===== config.mk =====
export PLATFORM = sky130hd
export DESIGN_NAME = gbm_mul
export DESIGN_NICKNAME = d
export VERILOG_FILES = /design/src/hdl/gbm_path_step_with_basket_payoff_top_assert.svh /design/src/hdl/gbm_pkg.sv /design/src/hdl/gbm_mul.sv
export SDC_FILE = /design/constraint.sdc
export NUM_CORES = 2
export LEC_CHECK = 0
export BUFFER_PORTS_ARGS = -buffer_cell sky130_fd_sc_hd__buf_4
export CAP_MARGIN = 15
export CORE_MARGIN = 3
export CORE_UTILIZATION = 65
export DETAILED_ROUTE_END_ITERATION = 7
export PLACE_DENSITY_LB_ADDON = 0.05
export SYNTH_ARGS = -nofsm -noshare
export SYNTH_HDL_FRONTEND = slang
export SYNTH_SLANG_ARGS = --single-unit

===== constraint.sdc =====
create_clock -name clk -period 30.1 [get_ports clk]
set_input_delay 9.03 -clock clk [delete_from_list [all_inputs] [get_ports clk]]
set_output_delay 9.03 -clock clk [all_outputs]
set_load 0.05 [all_outputs]

===== src/hdl/gbm_path_step_with_basket_payoff_top_assert.svh =====
// ----------------------------------------------------------------------------
// GBM path step assertion macros
// Concurrent assertion wrappers, empty in synthesis.
// ----------------------------------------------------------------------------
`ifndef GBM_PATH_STEP_WITH_BASKET_PAYOFF_TOP_ASSERT_SVH
`define GBM_PATH_STEP_WITH_BASKET_PAYOFF_TOP_ASSERT_SVH
`ifndef SYNTHESIS
`define GBM_ASSERT_IMP(lbl, ck, rn, pre, post, msg) \
  lbl: assert property (@(posedge ck) disable iff (!rn) (pre) |-> (post)) else $error(msg);
`define GBM_ASSERT_NXT(lbl, ck, rn, pre, post, msg) \
  lbl: assert property (@(posedge ck) disable iff (!rn) (pre) |=> (post)) else $error(msg);
`else
`define GBM_ASSERT_IMP(lbl, ck, rn, pre, post, msg)
`define GBM_ASSERT_NXT(lbl, ck, rn, pre, post, msg)
`endif
`endif


===== src/hdl/gbm_pkg.sv =====
// ----------------------------------------------------------------------------
// GBM path step package
// Shared constants, types and tables of the GBM path step block.
// ----------------------------------------------------------------------------
`default_nettype none
package gbm_pkg;
  localparam int ASSETS = 4;
  localparam int AW     = 2;
  localparam int MW     = 37;
  localparam int PW     = 2 * MW;
  localparam int XW     = 48;
  localparam int EXP_TERMS = 10;
  localparam logic [28:0] LOG2E_Q28 = 29'd387270501;
  localparam logic [29:0] LN2_Q30   = 30'd744261118;
  localparam logic [30:0] ONE_Q30   = 31'h4000_0000;
  localparam logic signed [XW-1:0] XLIM = 48'sh20_0000_0000;

  typedef enum logic [2:0] {
    REG_VOL, REG_RATE, REG_DIV, REG_DT, REG_SQDT, REG_STRIKE, REG_KIND, REG_LEN
  } cfg_reg_t;

  typedef enum logic [4:0] {
    S_IDLE, S_A_SG2, S_A_DRIFT, S_A_W, S_A_DIFF, S_A_X,
    S_P_MIN, S_P_STEP, S_P_X,
    S_E_X, S_E_Y, S_E_G, S_E_TQ, S_E_TR, S_E_TC, S_E_TM, S_E_V, S_E_SH,
    S_DONE
  } seq_state_t;

  // floor(2^35 / i) for the series term division
  function automatic logic [35:0] recip_q35(input logic [3:0] i);
    logic [35:0] r;
    begin
      case (i)
        4'd2:    r = 36'd17179869184;
        4'd3:    r = 36'd11453246122;
        4'd4:    r = 36'd8589934592;
        4'd5:    r = 36'd6871947673;
        4'd6:    r = 36'd5726623061;
        4'd7:    r = 36'd4908534052;
        4'd8:    r = 36'd4294967296;
        4'd9:    r = 36'd3817748707;
        4'd10:   r = 36'd3435973836;
        default: r = 36'd34359738368;
      endcase
      return r;
    end
  endfunction
endpackage
`default_nettype wire


===== src/hdl/gbm_mul.sv =====
// ----------------------------------------------------------------------------
// GBM shared multiplier
// Signed multiplier with registered product, shared by the sequencer steps that multiply.
// ----------------------------------------------------------------------------
`default_nettype none
module gbm_mul (
  input  wire logic                           clk,
  input  wire logic signed [gbm_pkg::MW-1:0]  mul_a,
  input  wire logic signed [gbm_pkg::MW-1:0]  mul_b,
  output logic signed      [gbm_pkg::PW-1:0]  prod_r
);
  import gbm_pkg::*;

  always_ff @(posedge clk) begin
    prod_r <= mul_a * mul_b;
  end
endmodule
`default_nettype wire


Yosys cells after proc, flatten, opt, wreduce, memory -nomap -nowiden. Cells that the tools add are included.

Word-level logic and storage cells: 2. Input bits: 75. Register bits: 74.

$mul: 1.

Operators with widths (count): $mul 37x37->74 (1).

Depth between registers and ports, before layout.
Depth after elaboration: 1. Mapped depth: 30. Mapped depth without buffers: 27.

Worst setup path after synthesis. OpenSTA, ideal clock, no wires.

Kind: input -> register. Start: input mul_a[36] (netlist name). End: register prod_r[71] (netlist name). Buffers on the path: 3. Cell stages on the path: 24. Data required time: 29.980 ns. Path slack: 12.932 ns. Data arrival time: 17.049 ns. Path through: clkbuf_1 > clkbuf_1 > nand2_1 > inv_1 > fa_1 > fa_1 > fa_1 > inv_1 > fa_1 > inv_1 > fa_1 > fa_1 > fa_1 > fa_1 > ha_1 > clkbuf_1 > o21a_1 > o21a_1 > a21o_1 > a2111oi_0 > o211ai_2 > nand2_1 > o21ai_0 > a211o_1.

Longest elaborated chain between the ends: 1.

RTL lines: start: declaration (RTL line gbm_mul.sv:8) `input wire logic signed [gbm_pkg::MW-1:0] mul_a,`; $mul 37x37->74 (RTL line gbm_mul.sv:15) `prod_r <= mul_a * mul_b;`; end signal: assignment (RTL line gbm_mul.sv:15); end: declaration (RTL line gbm_mul.sv:10) `output logic signed [gbm_pkg::PW-1:0] prod_r`.

Every way passes these cells.

Final worst setup path.
Start: input mul_b[1] (netlist name). End: register prod_r[67] (netlist name).

Longest elaborated chain between the ends: 1.

RTL lines: start: declaration (RTL line gbm_mul.sv:9) `input wire logic signed [gbm_pkg::MW-1:0] mul_b,`; $mul 37x37->74 (RTL line gbm_mul.sv:15).

Every way passes these cells.

==> results <==
- Traced cell by cell, the critical path runs through buf_4 > nand2_1 > inv_1 > fa_1 > fa_1 > fa_1 > buf_4 > inv_1 > fa_1 > inv_1 > fa_1 > fa_1 > fa_1 > fa_1 > ha_1 > a211oi_1 > nand2_1 > a21o_1 > a2111oi_0 > o211ai_2 > a31o_2 > a21oi_1 > xnor2_1.
- Setup repair after global routing left no endpoint under its margin.
- The register with the most flip-flops in the final layout is prod_r.
- The number of nets in the finished design is 6,919.
- The cell with the most instances on the worst path is fa_1.
- The minimum period implied by the final worst setup slack is 17.43 ns.
- The share of the yosys chip area belonging to registers is 0.0298.
- The routed layout has 35,000 vias.
- The run finished with clean final reports.
- The library cell used as clock root buffer is clkbuf_16.
- The kind of start point of the critical path is an input port.
- The initialized floorplan defines 100 standard-cell rows.
- The cell family contributing the most delay on the critical path is adder cells.
- The count of nets left with antenna violations once routing finished came out at 0.
- During I/O placement, the number of pins put on the boundary was 149.
- The width of the die is 283 um.
- STA puts the critical path data arrival time at 17.71 ns.
- The count of flip-flops with a built-in enable after synthesis is 0.
- The worst slew margin relative to its limit is 0.387.
- The H-tree generated during clock tree synthesis spans 3 levels.
- The maximum clock path buffer count is 2.
- The worst path required time is 30.38 ns.
- The cell count after placement is 6,118.
- In this run, post-CTS hold repair placed 0 buffers.
- The y dimension of the die is 283 um.
- The number of clock buffers added by TritonCTS is 9.
- The nature of the critical path endpoint is a register.
- The floorplan core area is 75,100 um^2.
- The filler-free cell count of the finished design is 6,136.
- The average via count per standard cell is 5.70.
- The largest driver fanout on the critical path is 37.
- Counting every net in the synthesized netlist gives 7,074.
- The number of pins exceeding their max-slew limit in the final report was 0.
- The first global-routing pass estimated 217,000 um of wire.
- The flip-flop cell with the highest count after synthesis is dfxtp_1.
- The starting density of the core is 0.663.
- The transition time of the tightest slew-check pin is 0.918 ns.
- The clock sink count is 74.
- The setup fix buffers added after clock tree synthesis is 0.
- The die covers 79,900 um^2.
- The wire-length estimate of the detail-placed layout is 107,000 um.
- The worst setup path is of the in -> reg kind.
- The cell type of the slowest stage on the worst timing path is fa_1.
- In the layout the commonest cells are fa_1, inv_1, nand2_1, and2_1, ha_1.
- The number of design-rule violations left by the first detailed-router iteration is 2,382.
- The Yosys step of the flow raised 0 warnings.
- The total of fill cells in the finished design is 6,105.
- The synthesized instance count is 5,315.
- The count of endpoints failing setup in the final report is 0.
- The final-report hold violation count is 0.
- The startpoint of the worst hold path is mul_a[0].
- The fraction of final layout cells with drive strength greater than 1 is 0.0366.
- Gates resized during post-CTS repair numbered 0.
- The critical path contains buffers and inverters numbering 5 combined.
- The number of search-and-repair iterations in the first detailed-routing pass is 7.
- The clock slew at the register clock pins of the worst setup and hold paths is 0.06 ns.
- The critical path crosses 23 cells after its start point.
- The CTS tree is built.
- The largest registers in the layout are prod_r x74.
- The number of library cell types mapped by synthesis is 73.
- In this run the worst hold path is classified as in -> reg.
- For this run the aggregate overflow at the end of global routing stands at 0.
- The number of synthesized register bits is 74.
- The commonest non-fill, non-tap cell in the layout is fa_1.
- Along the worst hold path, the cell count comes to 2.
- After synthesis, the share of flip-flops with an asynchronous set or reset is 0.
- The register with the most flip-flops in the layout has 74 of them.
- Compared with the post-synthesis result, the final layout area differs by 2.88%.
- The average size of a mapped cell is 9.36 um^2.
- In the final routed layout, each cell accounts on average for 21.9 um.
- The most critical setup path has its startpoint at mul_b[1].
- The number of design rule violations left after detail routing is 0.
- Entering global routing, the biggest net connects 38 pins.
- The biggest cell delay along the critical path is 0.67 ns.
- The initial antenna violation count came to 3.
- The area of all placed cells without fillers is 51,200 um^2.
- Summing every instance area after synthesis gives 49,800 um^2.
- Routability-driven placement finished with a final weighted congestion of 0.954.
- The overall global routing resource usage is 0.358.
- In this run the tool buffered the top-level ports with 148 buffer cells.
- The number of max-cap violations is 0.
- The total placed instance area is 50,900 um^2.
- Summed over all layers, the routed wires come to 135,000 um.
- Dividing the final minimum period by the clock period gives 0.579.
- The maximum operating frequency is 0.0574 GHz.
- The setup TNS is 0 ns.
- The via count of the first global-routing pass was 39,000.
-- routing by layer --
metal	wire, um	global-route usage	share of wire
met1	49800	0.460	0.37
met2	68000	0.617	0.51
met3	10000	0.0549	0.075
met4	6700	0.144	0.050
met5	13	0	0.000097
-- Yosys cell counts, drive strengths merged, types with 6 or more instances --
master | count | area share
nand2b | 11 | 0.0014
buf | 14 | 0.0017
xnor2 | 56 | 0.0099
dfxtp | 74 | 0.030
and2 | 595 | 0.075
nand4 | 17 | 0.0024
nand2 | 807 | 0.061
and3 | 11 | 0.0014
o21ai | 45 | 0.0045
a2111oi | 6 | 0.0016
o211ai | 12 | 0.0019
ha | 229 | 0.058
inv | 1340 | 0.10
clkbuf | 302 | 0.023
o21a | 9 | 0.0014
a21oi | 80 | 0.0083
a31oi | 10 | 0.0013
a211oi | 10 | 0.0017
xor2 | 27 | 0.0048
nor2b | 13 | 0.0016
o21bai | 16 | 0.0024
nor2 | 72 | 0.0055
or3 | 7 | 0.00091
nand3 | 19 | 0.0019
a21o | 22 | 0.0033
fa | 1455 | 0.59
-- final cells by class --
class / instances / area (um^2) / area share
sequential: 74 / 1480 / 0.0289
multi-input combinational: 3585 / 42000 / 0.821
inverter: 1340 / 5030 / 0.0983
clock inverter: 7 / 85.1 / 0.00166
tap: 969 / 1210 / 0.0237
timing repair buffer: 150 / 1130 / 0.0220
antenna: 2 / 5.00 / 0.0000978
clock buffer: 9 / 225 / 0.00440
-- path summary, 6_finish.rpt --
check / slack, ns / end
setup / recovery: 12.67 / prod_r[67]
hold / removal: 9.21 / prod_r[0]
-- kinds of logic (layout without fill, tap and decap cells) --
| family | after synthesis | in the layout | share of synthesized area |
|---|---|---|---|
| AO/OA/AOI/OAI | 242 | 242 | 0.0322 |
| XOR/XNOR | 83 | 83 | 0.0146 |
| adder cells (fa/ha/maj) | 1684 | 1684 | 0.643 |
| buffers and inverters | 1656 | 1506 | 0.126 |
| flip-flops | 74 | 74 | 0.0298 |
| other | 0 | 2 | 0 |
| AND/OR/NAND/NOR | 1576 | 1576 | 0.155 |
-- per-stage QoR --
step | utilization | hold WS (ns) | setup WS [ns]
CTS | 0.682 | 9.18 | 12.78
floorplan | - | 9.16 | 12.93
finish | 0.682 | 9.21 | 12.67
global placement | 0.678 | 9.48 | 12.61
detailed placement | 0.678 | 9.48 | 12.44
global route | 0.682 | 9.20 | 12.24
Power is left out: the tool's default activity adds up to more than one toggle a clock period on the data nets, which glitch-free logic cannot reach.
